### src/design/y2r_pkg.sv
// Package for the YUV 4:2:0 to RGB565 converter: shared types and chroma term ROMs.
// The ROMs are filled at elaboration from integer BT.601 factors. No dependencies.
`timescale 1ns / 1ps

package y2r_pkg;

    // Chroma term: truncated product of a factor and (c - 128), range -226..225
    typedef logic signed [8:0] t_term;
    typedef t_term t_term_rom [256];

    // The four terms shared by one quad
    typedef struct packed {
        t_term ub;
        t_term ug;
        t_term vg;
        t_term vr;
    } t_terms;

    typedef enum logic [1:0] {
        COEF_UB,
        COEF_UG,
        COEF_VG,
        COEF_VR
    } t_coef;

    localparam int UB_NUM = 1772;
    localparam int UB_DEN = 1000;
    localparam int UG_NUM = 34414;
    localparam int UG_DEN = 100000;
    localparam int VG_NUM = 71414;
    localparam int VG_DEN = 100000;
    localparam int VR_NUM = 1402;
    localparam int VR_DEN = 1000;

    localparam int CHROMA_OFS = 128;

    // RGB565 field masks
    localparam logic [7:0] R_MASK = 8'hF8;
    localparam logic [7:0] G_MASK = 8'hFC;

    // Builds one ROM: sign(m) * floor(|m| * N / D), truncated toward zero
    function automatic t_term_rom build_rom(t_coef sel);
        t_term_rom rom;
        int m;
        int a;
        int q;
        for (int i = 0; i < 256; i++) begin
            m = i - CHROMA_OFS;
            a = (m < 0) ? -m : m;
            unique case (sel)
                COEF_UB: q = (a * UB_NUM) / UB_DEN;
                COEF_UG: q = (a * UG_NUM) / UG_DEN;
                COEF_VG: q = (a * VG_NUM) / VG_DEN;
                COEF_VR: q = (a * VR_NUM) / VR_DEN;
                default: q = 0;
            endcase
            if (m < 0) begin
                q = -q;
            end
            rom[i] = t_term'(q);
        end
        return rom;
    endfunction

    localparam t_term_rom UB_ROM = build_rom(COEF_UB);
    localparam t_term_rom UG_ROM = build_rom(COEF_UG);
    localparam t_term_rom VG_ROM = build_rom(COEF_VG);
    localparam t_term_rom VR_ROM = build_rom(COEF_VR);

endpackage

### src/design/y2r_term_rom.sv
// Chroma term lookup: maps the U and V bytes of a quad to the four color terms.
// Depends on y2r_pkg for the constant ROMs and the t_terms struct.
`timescale 1ns / 1ps

module y2r_term_rom (
    input  logic [7:0]      i_chroma_blue,
    input  logic [7:0]      i_chroma_red,
    output y2r_pkg::t_terms o_terms
);
    import y2r_pkg::*;

    // Four constant table reads, one per term
    always_comb begin
        o_terms.ub = UB_ROM[i_chroma_blue];
        o_terms.ug = UG_ROM[i_chroma_blue];
        o_terms.vg = VG_ROM[i_chroma_red];
        o_terms.vr = VR_ROM[i_chroma_red];
    end

endmodule

### src/design/y2r_pixel.sv
// One pixel: adds the chroma terms to a luma sample, clamps to 0..255, packs RGB565.
// Depends on y2r_pkg for the t_terms struct and field masks.
`timescale 1ns / 1ps

module y2r_pixel (
    input  logic [7:0]      i_luma,
    input  y2r_pkg::t_terms i_terms,
    output logic [15:0]     o_pixel
);
    import y2r_pkg::*;

    // Sums span -226..480, 11 bits signed is enough
    logic signed [10:0] w_luma;
    logic signed [10:0] w_r_sum;
    logic signed [10:0] w_g_sum;
    logic signed [10:0] w_b_sum;
    logic [7:0]         w_r;
    logic [7:0]         w_g;
    logic [7:0]         w_b;

    function automatic logic [7:0] clamp8(logic signed [10:0] x);
        logic [7:0] res;
        if (x < 0) begin
            res = 8'd0;
        end else if (x > 11'sd255) begin
            res = 8'hFF;
        end else begin
            res = x[7:0];
        end
        return res;
    endfunction

    // Channel sums
    always_comb begin
        w_luma  = $signed({3'b000, i_luma});
        w_r_sum = w_luma + 11'(i_terms.vr);
        w_g_sum = w_luma - 11'(i_terms.ug) - 11'(i_terms.vg);
        w_b_sum = w_luma + 11'(i_terms.ub);
    end

    // Clamp and pack
    always_comb begin
        w_r     = clamp8(w_r_sum);
        w_g     = clamp8(w_g_sum);
        w_b     = clamp8(w_b_sum);
        o_pixel = {w_r & R_MASK, 8'h00} | {5'b00000, w_g & G_MASK, 3'b000}
                | {11'd0, w_b[7:3]};
    end

endmodule

### src/design/yuv420_to_rgb565_block.sv
// Top level: YUV 4:2:0 quad to two RGB565 row words.
// Pipeline: input register, then result register, from input request to output request.
// Throughput: one quad per cycle unless stalled; one table-add-clamp pass between registers.
// Reset (i_rst_n, synchronous, active low) clears both valid flags; data registers are not reset.
// Depends on y2r_pkg, y2r_term_rom and y2r_pixel.
`timescale 1ns / 1ps

module yuv420_to_rgb565_block (
    input  logic        i_clk,
    input  logic        i_rst_n,
    // luma_top_left, luma_top_right, luma_bottom_left, luma_bottom_right,
    // chroma_blue, chroma_red (8 bits each, lowest first)
    input  logic [47:0] i_s_tdata,
    input  logic        i_s_tvalid,
    output logic        o_s_tready,
    // top_row_word [31:0], bottom_row_word [63:32]
    output logic [63:0] o_m_tdata,
    output logic        o_m_tvalid,
    input  logic        i_m_tready
);
    import y2r_pkg::*;

    logic        r_s1_vld;
    logic [47:0] r_s1_data;
    logic        r_out_vld;
    logic [63:0] r_out_data;

    logic        w_out_free;
    logic        w_s1_adv;
    logic        w_in_acc;
    t_terms      w_terms;
    logic [15:0] w_pix_tl;
    logic [15:0] w_pix_tr;
    logic [15:0] w_pix_bl;
    logic [15:0] w_pix_br;

    // Handshake: result register frees when empty or taken
    assign w_out_free = !r_out_vld || i_m_tready;
    assign w_s1_adv   = r_s1_vld && w_out_free;
    assign o_s_tready = !r_s1_vld || w_out_free;
    assign w_in_acc   = i_s_tvalid && o_s_tready;

    // Chroma terms shared by the quad
    y2r_term_rom u_term_rom (
        .i_chroma_blue (r_s1_data[39:32]),
        .i_chroma_red  (r_s1_data[47:40]),
        .o_terms       (w_terms)
    );

    // Four pixel datapaths
    y2r_pixel u_pix_tl (.i_luma(r_s1_data[7:0]),   .i_terms(w_terms), .o_pixel(w_pix_tl));
    y2r_pixel u_pix_tr (.i_luma(r_s1_data[15:8]),  .i_terms(w_terms), .o_pixel(w_pix_tr));
    y2r_pixel u_pix_bl (.i_luma(r_s1_data[23:16]), .i_terms(w_terms), .o_pixel(w_pix_bl));
    y2r_pixel u_pix_br (.i_luma(r_s1_data[31:24]), .i_terms(w_terms), .o_pixel(w_pix_br));

    // Input register
    always_ff @(posedge i_clk) begin
        if (!i_rst_n) begin
            r_s1_vld <= 1'b0;
        end else if (o_s_tready) begin
            r_s1_vld <= i_s_tvalid;
        end
        if (w_in_acc) begin
            r_s1_data <= i_s_tdata;
        end
    end

    // Result register
    always_ff @(posedge i_clk) begin
        if (!i_rst_n) begin
            r_out_vld <= 1'b0;
        end else if (w_out_free) begin
            r_out_vld <= r_s1_vld;
        end
        if (w_s1_adv) begin
            r_out_data <= {w_pix_br, w_pix_bl, w_pix_tr, w_pix_tl};
        end
    end

    assign o_m_tdata  = r_out_data;
    assign o_m_tvalid = r_out_vld;

    // An accepted request always lands in the input register
    a_in_lands: assert property (@(posedge i_clk) disable iff (!i_rst_n)
        w_in_acc |=> r_s1_vld)
        else $error("accepted request not held in input register");

    // A stage-1 item that moves always shows up as an output request
    a_s1_moves: assert property (@(posedge i_clk) disable iff (!i_rst_n)
        w_s1_adv |=> r_out_vld)
        else $error("stage-1 item lost on its way to the result register");

    // A blocked stage-1 item stays put
    a_s1_holds: assert property (@(posedge i_clk) disable iff (!i_rst_n)
        (r_s1_vld && !w_out_free) |=> (r_s1_vld && $stable(r_s1_data)))
        else $error("stage-1 item dropped while output stalled");

    // Input side refuses only while both registers are full and the output stalls
    a_ready_rule: assert property (@(posedge i_clk) disable iff (!i_rst_n)
        !o_s_tready |-> (r_s1_vld && r_out_vld && !i_m_tready))
        else $error("input stalled without a full pipeline");

endmodule
### config.mk
export PLATFORM = sky130hd
export DESIGN_NAME = yuv420_to_rgb565_block
export DESIGN_NICKNAME = d
export VERILOG_FILES = /design/src/design/y2r_pkg.sv /design/src/design/y2r_term_rom.sv /design/src/design/y2r_pixel.sv /design/src/design/yuv420_to_rgb565_block.sv
export SDC_FILE = /design/constraint.sdc
export NUM_CORES = 1
export LEC_CHECK = 0
export ABC_AREA = 1
export BUFFER_PORTS_ARGS = -buffer_cell sky130_fd_sc_hd__buf_2
export CAP_MARGIN = 20
export CELL_PAD_IN_SITES_DETAIL_PLACEMENT = 1
export CELL_PAD_IN_SITES_GLOBAL_PLACEMENT = 1
export CORE_MARGIN = 4
export CORE_UTILIZATION = 30
export DETAILED_ROUTE_END_ITERATION = 8
export PLACE_DENSITY = 0.6
export SLEW_MARGIN = 20
export SYNTH_ARGS = -nofsm -noshare
export SYNTH_HDL_FRONTEND = slang
export SYNTH_SLANG_ARGS = --single-unit
### constraint.sdc
create_clock -name i_clk -period 12.1 [get_ports i_clk]
set_clock_uncertainty 0.2 [all_clocks]
set_input_delay 2.42 -clock i_clk [delete_from_list [all_inputs] [get_ports i_clk]]
set_output_delay 2.42 -clock i_clk [all_outputs]
set_load 0.005 [all_outputs]
# Word level (Yosys, flattened, before mapping)
# Memories as Yosys holds them, arrays and structs flattened.
# Cells that the tools add are included.
# W data, S select, Z words.
totals:
  ff_bits: 114
  romBits: 9216
  out_inout_bits: 66
  elab_cells: 98
  n_memories: 4
classes:
  addsub: 16
  magnitude_cmp: 26
  n_mux: 32
  n_bitwise: 10
  n_reduce_logical: 6
memory_table:
  columns: ["name", "words", "width", "rd", "rd_clocked_by_memory_dff", "wr", "line_no", "text"]
  rows:
  - ["(name not given)", 256, 9, 1, 0, 0, "y2r_term_rom.sv:14", "o_terms.ub = UB_ROM[i_chroma_blue];"]
  - ["(name not given)", 256, 9, 1, 0, 0, "y2r_term_rom.sv:15", "o_terms.ug = UG_ROM[i_chroma_blue];"]
  - ["(name not given)", 256, 9, 1, 0, 0, "y2r_term_rom.sv:16", "o_terms.vg = VG_ROM[i_chroma_red];"]
  - ["(name not given)", 256, 9, 1, 0, 0, "y2r_term_rom.sv:17", "o_terms.vr = VR_ROM[i_chroma_red];"]
op_table:
  columns: ["op", "count"]
  rows:
  - ["$mux W8", 24]
  - ["$add A9 B9 Y10", 8]
  - ["$gt A10 B9 Y1 const B", 8]
  - ["$lt A10 B1 Y1 const B", 8]
  - ["$mux W9", 8]
  - ["$or A16 B11 Y16", 4]
  - ["$or A16 B5 Y16", 4]
  - ["$gt A11 B9 Y1 const B", 4]
  - ["$lt A11 B1 Y1 const B", 4]
  - ["$sub A10 B9 Y11", 4]
  - ["$sub A9 B9 Y10", 4]
  - ["$ge A9 B9 Y1 const B", 2]
  - ["$not A8 Y9", 2]
  - ["$logic_and A1 B1 Y1", 2]
  - ["$logic_not A1 Y1", 2]
  - ["$logic_or A1 B1 Y1", 2]

# Depth between registers and ports, before layout
# Gate-level depths: netlist of run 1.
logic_depth:
  depth_word: 11
  mapped_depth: 29
  ltp_nobuf: 29

# Modules after synthesis
# Synthesis of run 1 repeated with hierarchy kept, for this count alone.
hier_totals:
  cells_unflattened: 2369
  area_unflattened_um2: 15222.1
modules_own_cells:
  columns: ["mod", "instances", "cells_each", "area_each_um2", "seq_area_each_um2"]
  rows:
  - ["y2r_term_rom", 1, 1141, 5116.2, 0.0]
  - ["yuv420_to_rgb565_block", 1, 125, 3458.3, 3403.3]
  - ["y2r_pixel at u_pix_tl ...", 2, 279, 1690.4, 0.0]
  - ["y2r_pixel at u_pix_bl", 1, 278, 1651.6, 0.0]
  - ["y2r_pixel at u_pix_br", 1, 267, 1615.3, 0.0]

# Worst setup path before layout of run 1
# Ideal clock, no wire load.
synth_path:
  path_kind: "in2reg"
  start: "input port i_m_tready"
  end: "register r_out_data[0], in the netlist o_m_tdata[0], enable pin"
  setup_ns: 0.507
  arrival_time_ns: 5.572
  required_ns: 11.393
  setup_slack_ns: 5.821
  stages: 2
  path_cell_list: "inv_1 -> a21oi_1"
synth_via:
  elab_chain_cells: 2
synth_lines:
  columns: ["item", "line_no", "text"]
  rows:
  - ["start, declared", "yuv420_to_rgb565_block.sv:19", "input logic i_m_tready"]
  - ["$logic_or A1 B1 Y1", "yuv420_to_rgb565_block.sv:38", "assign w_out_free = !r_out_vld || i_m_tready;"]
  - ["$logic_and A1 B1 Y1", "yuv420_to_rgb565_block.sv:39", "assign w_s1_adv = r_s1_vld && w_out_free;"]
  - ["via w_s1_adv", "yuv420_to_rgb565_block.sv:29", "logic w_s1_adv;"]
  - ["end signal, assigned", "yuv420_to_rgb565_block.sv:76", "r_out_data <= {w_pix_br, w_pix_bl, w_pix_tr, w_pix_tl};"]
  - ["end, declared", "yuv420_to_rgb565_block.sv:26", "logic [63:0] r_out_data;"]
# The timed path passes the listed nets, and every way through them passes these cells.
# A chain may end at the register's enable or synchronous reset.

# Worst setup path after layout of run 1
layout_path:
  start: "register r_s1_data[37]"
  end: "register r_out_data[8], in the netlist o_m_tdata[8] (data pin)"
layout_via:
  elab_chain_cells: 11
  elab_cells_between_ends: 12
  cone_classes: "add/sub (2); order compare (2); mux (4); bitwise (3); memory (1)"
layout_lines:
  columns: ["item", "line_no", "text"]
  rows:
  - ["start, declared", "yuv420_to_rgb565_block.sv:24", "logic [47:0] r_s1_data;"]
  - ["start signal, assigned", "yuv420_to_rgb565_block.sv:64", "r_s1_data <= i_s_tdata;"]
  - ["$not A8 Y9 (implied by the code) *", "y2r_term_rom.sv:15", null]
  - ["$mem_v2 Z256 W9 *", null, null]
  - ["$mux W9 (implied by the code) * (2 in a row)", "y2r_term_rom.sv:15", null]
  - ["$sub A9 B9 Y10 *", "y2r_pixel.sv:37", "w_g_sum = w_luma - 11'(i_terms.ug) - 11'(i_terms.vg);"]
  - ["$sub A10 B9 Y11 *", "y2r_pixel.sv:37", null]
  - ["$gt A11 B9 Y1", "y2r_pixel.sv:25", "end else if (x > 11'sd255) begin"]
  - ["$mux W8", "y2r_pixel.sv:25", null]
  - ["$mux W8 *", "y2r_pixel.sv:23", "if (x < 0) begin"]
  - ["$or A16 B11 Y16 *", "y2r_pixel.sv:46", "o_pixel = {w_r & R_MASK, 8'h00} | {5'b00000, w_g & G_MASK, 3'b000}"]
  - ["$or A16 B5 Y16 *", "y2r_pixel.sv:47", "| {11'd0, w_b[7:3]};"]
# Every way passes the cells marked *; elsewhere a longest branch is shown, timed or not. The select of a mux whose other input is x is not followed.

==> flow_summary.yaml, run 1 <==
synth:
  synth_seq_cells: 114
  synthTopCellsByArea: "edfxtp_1, nand2_1, ha_1, inv_1, nand3_1"
  netlist_area_sq_um: 14500
  synth_ff_type: "edfxtp_1"
  synth_top_area_frac: 0.232
  yosys_warnings: 0
  synth_fp_nets: 2423
  syn_area_per_cell_sq_um: 6.60
  synth_top_area_cell: "edfxtp_1"
  yosysSeqAreaShare: 0.234
  synth_edf_count: 112
  synth_cell_types: 41
  synthArstFlopShare: 0
  postSynthCellCount: 2200
critical_path:
  worst-setup-path-type: "flip-flop to flip-flop"
  crit_fanout: 30
  path_buf_inv: 6
  end_kind: "flip-flop"
  cp_data_arrival_time_ns: 5.91
  critical-path-top-delay-family: "buffers and inverters"
  required_ns: 12.13
  critPathSlowestCell: "a31oi_1"
  critPathMaxStageDelay_ns: 0.79
  start_kind: "flip-flop"
  crit_chain: "buf_4, clkinv_1, buf_4, nor2_1, a31oi_1, inv_1, o22ai_1, inv_1, fa_1, ha_1, a21oi_1, nor2_1, nor2_1, nand2_1, xor2_1, nand3_1, nand2_1, inv_1"
floorplanning:
  rows: 80
  ios: 118
  initial_core_util: 0.304
  die_height_um: 228
  die_w_um: 228
  core_area_sq_um: 47700
  die-area_sq_um: 52000
pwr:
  power.density_nw_per_um2: 135
  clockPowerShare: 0.243
  swShare: 0.443
  total_leakage_power_nw: 8.34
  combPwrFrac: 0.514
  p_seq_frac: 0.243
  switchingPower_w: 0.000973
  ir_worst_vdd_v: 0.000128
  internal_power_w: 0.00122
global_route:
  grt_usage: 0.219
  grt_pass1_vias: 15741
  grt_max_degree: 65
  antenna_found_initial: 0
  grt_pass1_wl_um: 90200
  grt_overflow: 0
status:
  outcome: "complete, no violations"
timing:
  slew_headroom: 0.291
  post-route-period-util: 0.486
  min_period_ns: 5.88
  setup-tns-final_ns: 0
  rsz0062_at_grt: "no"
  fmax_ghz: 0.170
  worst_pin_slew_ns: 1.06
  worst_slack_ns: 6.22
  hold_viol_final: 0
  maxSlewViolCount: 0
  finalSetupViolCount: 0
clocking:
  clock_path_buffers: 2
  clock-root-buffer: "clkbuf_16"
  clkLatencyLatePin_ns: 0.47
  post_cts_buffers: 0
  holdBufCountCts: 0
  cts_repair_resize_count: 0
  htree_levels: 4
  clk_pin_slew_ns: 0.06
  cts_tree: "done"
  cts_buffers: 17
  cts.sinks: 114
detailed_routing:
  wl_per_cell_um: 19.5
  vias: 15050
  first_pass_iters: 5
  vias_per_cell: 5.16
  antenna_left: 0
  drt_iter0_markers: 996
  post-route-drc-count: 0
  wirelength_um: 56800
run:
  drv_cap: 0
place:
  placed_cell_area_sq_um: 15700
  dpl_worst_slack_ns: 6.14
  place_hpwl_um: 44800
  portBuffers: 117
  gp_congestion: 0.928
cells_and_area:
  final_cell_mix: "nand2_1, inv_1, nand3_1"
  drive_gt1_frac: 0.0830
  layout_commonest_cell: "nand2_1"
  antenna_cells: 0
  fin_area_sq_um: 16300
  nets: 2511
  syn2layout_area_growth_pct: 12.2
worst_hold_path:
  min_path_type: "flip-flop to flip-flop"
==> routing by layer <==
metal | wire, um | global-route usage
met1 | 27000 | 0.299
met2 | 26000 | 0.360
met3 | 2430 | 0.0328
met4 | 1330 | 0.0658
met5 | 0 | 0
==> cells by family (layout without fill, tap and decap cells) <==
group | Yosys count | in the layout | synth area share
and+or+nand+nor | 1114 | 1114 | 0.317
buffers and inverters | 388 | 489 | 0.108
AOI/OAI and AO/OA | 347 | 347 | 0.131
adders and majority gates | 171 | 171 | 0.170
DFF | 114 | 114 | 0.234
xor gates and xnor gates | 66 | 66 | 0.0398
==> flip-flops by register name, indices dropped and copies added (netlist names) <==
register / flops
o_m_tdata: 64
o_m_tvalid: 1
r_s1_data: 48
r_s1_vld: 1
==> cell usage after synthesis (10+ instances only) <==
library cell  instances
nand3_1             213
nor2_1              156
a31oi_1              14
clkbuf_1             27
xor2_1               41
nand4_1              32
edfxtp_1            112
o22ai_1              10
o21ai_0             111
o21bai_1             12
o21ai_1              13
o211ai_1             14
ha_1                127
fa_1                 44
inv_1               312
buf_2                20
nand2_1             686
a21oi_1             147
xnor2_1              25
buf_4                14
==> stage by stage <==
stage,power [W],cells,utilization,hold slack [ns]
3_3_place_gp,0.00165,2884,0.328,0.308
2_1_floorplan,0.00133,2200,-,0.247
6_report,0.00220,2916,0.341,0.339
5_1_grt,0.00240,2916,0.341,0.358
3_5_place_dp,0.00167,2884,0.328,0.330
4_1_cts,0.00222,2916,0.341,0.339
==> worst paths after layout <==
kind / startpoint / end / slack [ns] / cells after the start
min reg2reg: r_s1_vld / o_m_tvalid / 0.34 / 2
max: r_s1_data[37] / o_m_tdata[8] / 6.22 / 18
min: r_s1_vld / o_m_tvalid / 0.34 / 2
max reg2reg: r_s1_data[37] / o_m_tdata[8] / 6.22 / 18
==> worst min-delay path, cell delays in order, from the launching register on <==
cell and delay (ns):
dfxtp_1 0.31, inv_1 0.10, a21oi_1 0.08
==> final cells by class <==
cell class | instances | area, sq um
multi-input cells | 1698 | 9560
flip-flops and latches | 114 | 3400
clock inverters | 11 | 154
clock buffers | 21 | 460
fillers | 6135 | 31500
well taps | 615 | 769
repair buffers | 137 | 736
inverters | 320 | 1200
==> power groups by stage <==
stage               registers [W]  logic (W)  clock network (W)
global placement         0.000542    0.00111                  0
CTS                      0.000535    0.00114           0.000553
floorplan                0.000531   0.000802                  0
finish                   0.000534    0.00113           0.000534
detailed placement       0.000542    0.00113                  0
global route             0.000538    0.00129           0.000567
No activity file was read; power rests on OpenSTA's default activity.
==> inputs of run 2 (changes only) <==
- ABC_AREA: 1 -> 0
- PLACE_DENSITY: 0.6 -> 0.57
- clock period: 12.1 -> 5.9 ns (I/O delays scaled with it)
==> run 2 against run 1 <==
  * Combinational power up 96%
  * Highest routed layer unchanged
  * Fmax increased by 7.1%
  * Die area up 1.0%
  * Critical path type unchanged
  * Critical path depth rose by 2
  * Total power up 96%
==> flow_summary.yaml, run 2 <==
status:
  outcome: "complete, no violations"
detailed_routing:
  vias: 13971
  drt_iter0_markers: 1045
  post-route-drc-count: 0
  wirelength_um: 56500
  wl_per_cell_um: 23.0
  first_pass_iters: 5
  antenna_left: 0
  vias_per_cell: 5.69
critical_path:
  cp-startpoint: "r_s1_data[33]"
  r2r-end: "o_m_tdata[26]"
  r2r_start: "r_s1_data[33]"
  crit_fanout: 6
  critPathMaxStageDelay_ns: 0.52
  r2r_setup_slack_ns: 0.41
  required_ns: 5.91
  rr_worst_depth: 20
  end_kind: "flip-flop"
  start_kind: "flip-flop"
  worst-setup-path-type: "flip-flop to flip-flop"
  cp_data_arrival_time_ns: 5.50
  critPathSlowestCell: "fa_1"
  crit_chain: "buf_4, ha_1, or2_4, nand2_1, a21oi_1, mux4_2, nand2_1, nand3_1, buf_4, fa_1, inv_1, ha_1, nor2_1, fa_1, nor2b_1, o2111ai_1, nor4bb_2, or3b_1, nand4b_2, o31a_1"
clocking:
  cts_tree: "done"
  htree_levels: 4
  clock_path_buffers: 2
  holdBufCountCts: 0
  clkLatencyLatePin_ns: 0.46
  cts_buffers: 17
  cts.sinks: 114
  clock-root-buffer: "clkbuf_16"
  clk_pin_slew_ns: 0.06
floorplanning:
  die_height_um: 229
  die_w_um: 229
  initial_core_util: 0.305
  core_area_sq_um: 48000
  ios: 118
  rows: 80
  die-area_sq_um: 52500
timing:
  slew_headroom: 0.357
  setup-tns-final_ns: 0
  post-route-period-util: 0.930
  worst_slack_ns: 0.410
  hold_viol_final: 0
  rsz0062_at_grt: "no"
  finalSetupViolCount: 0
  fmax_ghz: 0.182
  maxSlewViolCount: 0
  min_period_ns: 5.49
  worst_pin_slew_ns: 0.964
worst_hold_path:
  min_path_type: "flip-flop to flip-flop"
  holdPathStages: 1
  hp-start: "r_s1_vld"
  hold_end: "o_m_tvalid"
synth:
  syn_area_per_cell_sq_um: 8.51
  yosys_warnings: 0
  synth_fp_nets: 1946
  synth_seq_cells: 114
  synth_most_common_cell: "a21oi_1"
  synth_top_area_frac: 0.229
  synth_cell_types: 89
  synth_ff_type: "edfxtp_1"
  netlist_area_sq_um: 14700
  yosysSeqAreaShare: 0.232
  postSynthCellCount: 1723
  synth_top_area_cell: "edfxtp_1"
  synthArstFlopShare: 0
  synthTopCellsByArea: "edfxtp_1, ha_1, a21oi_1, fa_1, o21ai_0"
  synth_edf_count: 112
  synth_common_cells: "a21oi_1, ha_1, o21ai_0"
place:
  place_hpwl_um: 43600
  dpl_worst_slack_ns: 0.203
  dp.cells: 2421
  portBuffers: 117
  gp_congestion: 0.911
global_route:
  antenna_found_initial: 0
  grt_pass1_vias: 14370
  grt_max_degree: 76
  grt_pass1_wl_um: 86700
  grt_usage: 0.212
  grt_overflow: 0
pwr:
  total_leakage_power_nw: 6.75
  ir_worst_vdd_v: 0.000205
  power_w: 0.00431
  power.density_nw_per_um2: 257
cells_and_area:
  final_cell_mix: "a21oi_1, ha_1, o21ai_0"
  nets: 2053
  multi_input_area_sq_um: 10400
  syn2layout_area_growth_pct: 14.4
  largest_reg_flops: 64
  layout_commonest_cell: "a21oi_1"
  antenna_cells: 0
  stdcell_count: 2456
  fillCellCount: 5668
  ff_latch_area_sq_um: 3400
  drive_gt1_frac: 0.168
run:
  drv_cap: 0
==> run 2: changes by cell type in the layout (fill, tap and decap cells not counted), moves of 22 or more <==
| cell | before | now |
|---|---|---|
| nand2_1 | 686 | 116 |
| inv_1 | 311 | 92 |
| nand3_1 | 213 | 41 |
| buf_4 | 20 | 82 |
| a21oi_1 | 146 | 198 |
| o21a_1 | 4 | 48 |
| nor2_1 | 154 | 115 |
| nand2b_1 | 0 | 38 |
| nor2b_1 | 0 | 32 |
| nor3_1 | 6 | 38 |
| nand4_1 | 32 | 2 |
| mux4_2 | 0 | 26 |
| a21o_1 | 2 | 26 |
| o211ai_1 | 14 | 36 |
==> run 2: worst max-delay path, delay by kind of cell (launching register included) <==
| kind | cells | cell delay [ns] |
|---|---|---|
| simple gates | 9 | 1.70 |
| fa+ha+maj | 4 | 1.16 |
| flops | 1 | 0.49 |
| mux | 1 | 0.44 |
| compound gates | 3 | 0.74 |
| buf+inv | 3 | 0.52 |
==> run 2: final cells by class <==
class,instances,share of cell area
Clock inverter,11,0.00694
Clock buffer,19,0.0258
Sequential cell,114,0.203
Multi-Input combinational cell,1394,0.618
Tap cell,615,0.0459
Inverter,98,0.0219
Timing Repair Buffer,205,0.0787
==> run 2: worst max path at each step <==
stage / to / slack (ns) / cells after the start
3_3_place_gp: o_m_tdata[37] / 0.38 / 19
2_1_floorplan: o_m_tdata[37] / 0.36 / 20
6_report: o_m_tdata[26] / 0.41 / 20
3_5_place_dp: o_m_tdata[37] / 0.20 / 19
4_1_cts: o_m_tdata[37] / 0.17 / 19
5_1_grt: o_m_tdata[40] / 0.02 / 19
==> run 2: report_power, final <==
part | internal, W | total [W] | switching (W)
registers | 0.00102 | 0.00109 | 0.0000681
clock network | 0.000609 | 0.00101 | 0.000396
logic | 0.000915 | 0.00222 | 0.00130
total | 0.00255 | 0.00431 | 0.00177
==> run 2: metal layers <==
layer	routed length (um)	up-vias	global-route usage
li1	-	6601	-
met1	26100	6934	0.285
met2	26100	365	0.342
met3	2380	71	0.0335
met4	1990	0	0.0833
met5	0	-	0
==> run 2: cells by family after synthesis <==
kind of cell | count (synthesis) | synth area share
AO/OA/AOI/OAI | 654 | 0.289
XOR/XNOR | 67 | 0.0400
adder cells (fa/ha/maj) | 171 | 0.168
buffers and inverters | 215 | 0.0636
flip-flops | 114 | 0.232
multiplexers | 51 | 0.0577
AND/OR/NAND/NOR | 451 | 0.149
==> run 2: timing repair <==
| action | CTS | global route |
|---|---|---|
| endpoints found under the setup margin | 0 | 24 |
| buffers inserted | 0 | 5 |
| gates resized for setup | 0 | 8 |
==> run 2: per-stage QoR <==
stage	area (sq um)	hold WS, ns	util
floorplan	14700	0.277	-
global placement	16200	0.317	0.336
detailed placement	16200	0.322	0.336
CTS	16700	0.337	0.348
global route	16800	0.358	0.349
finish	16800	0.341	0.349
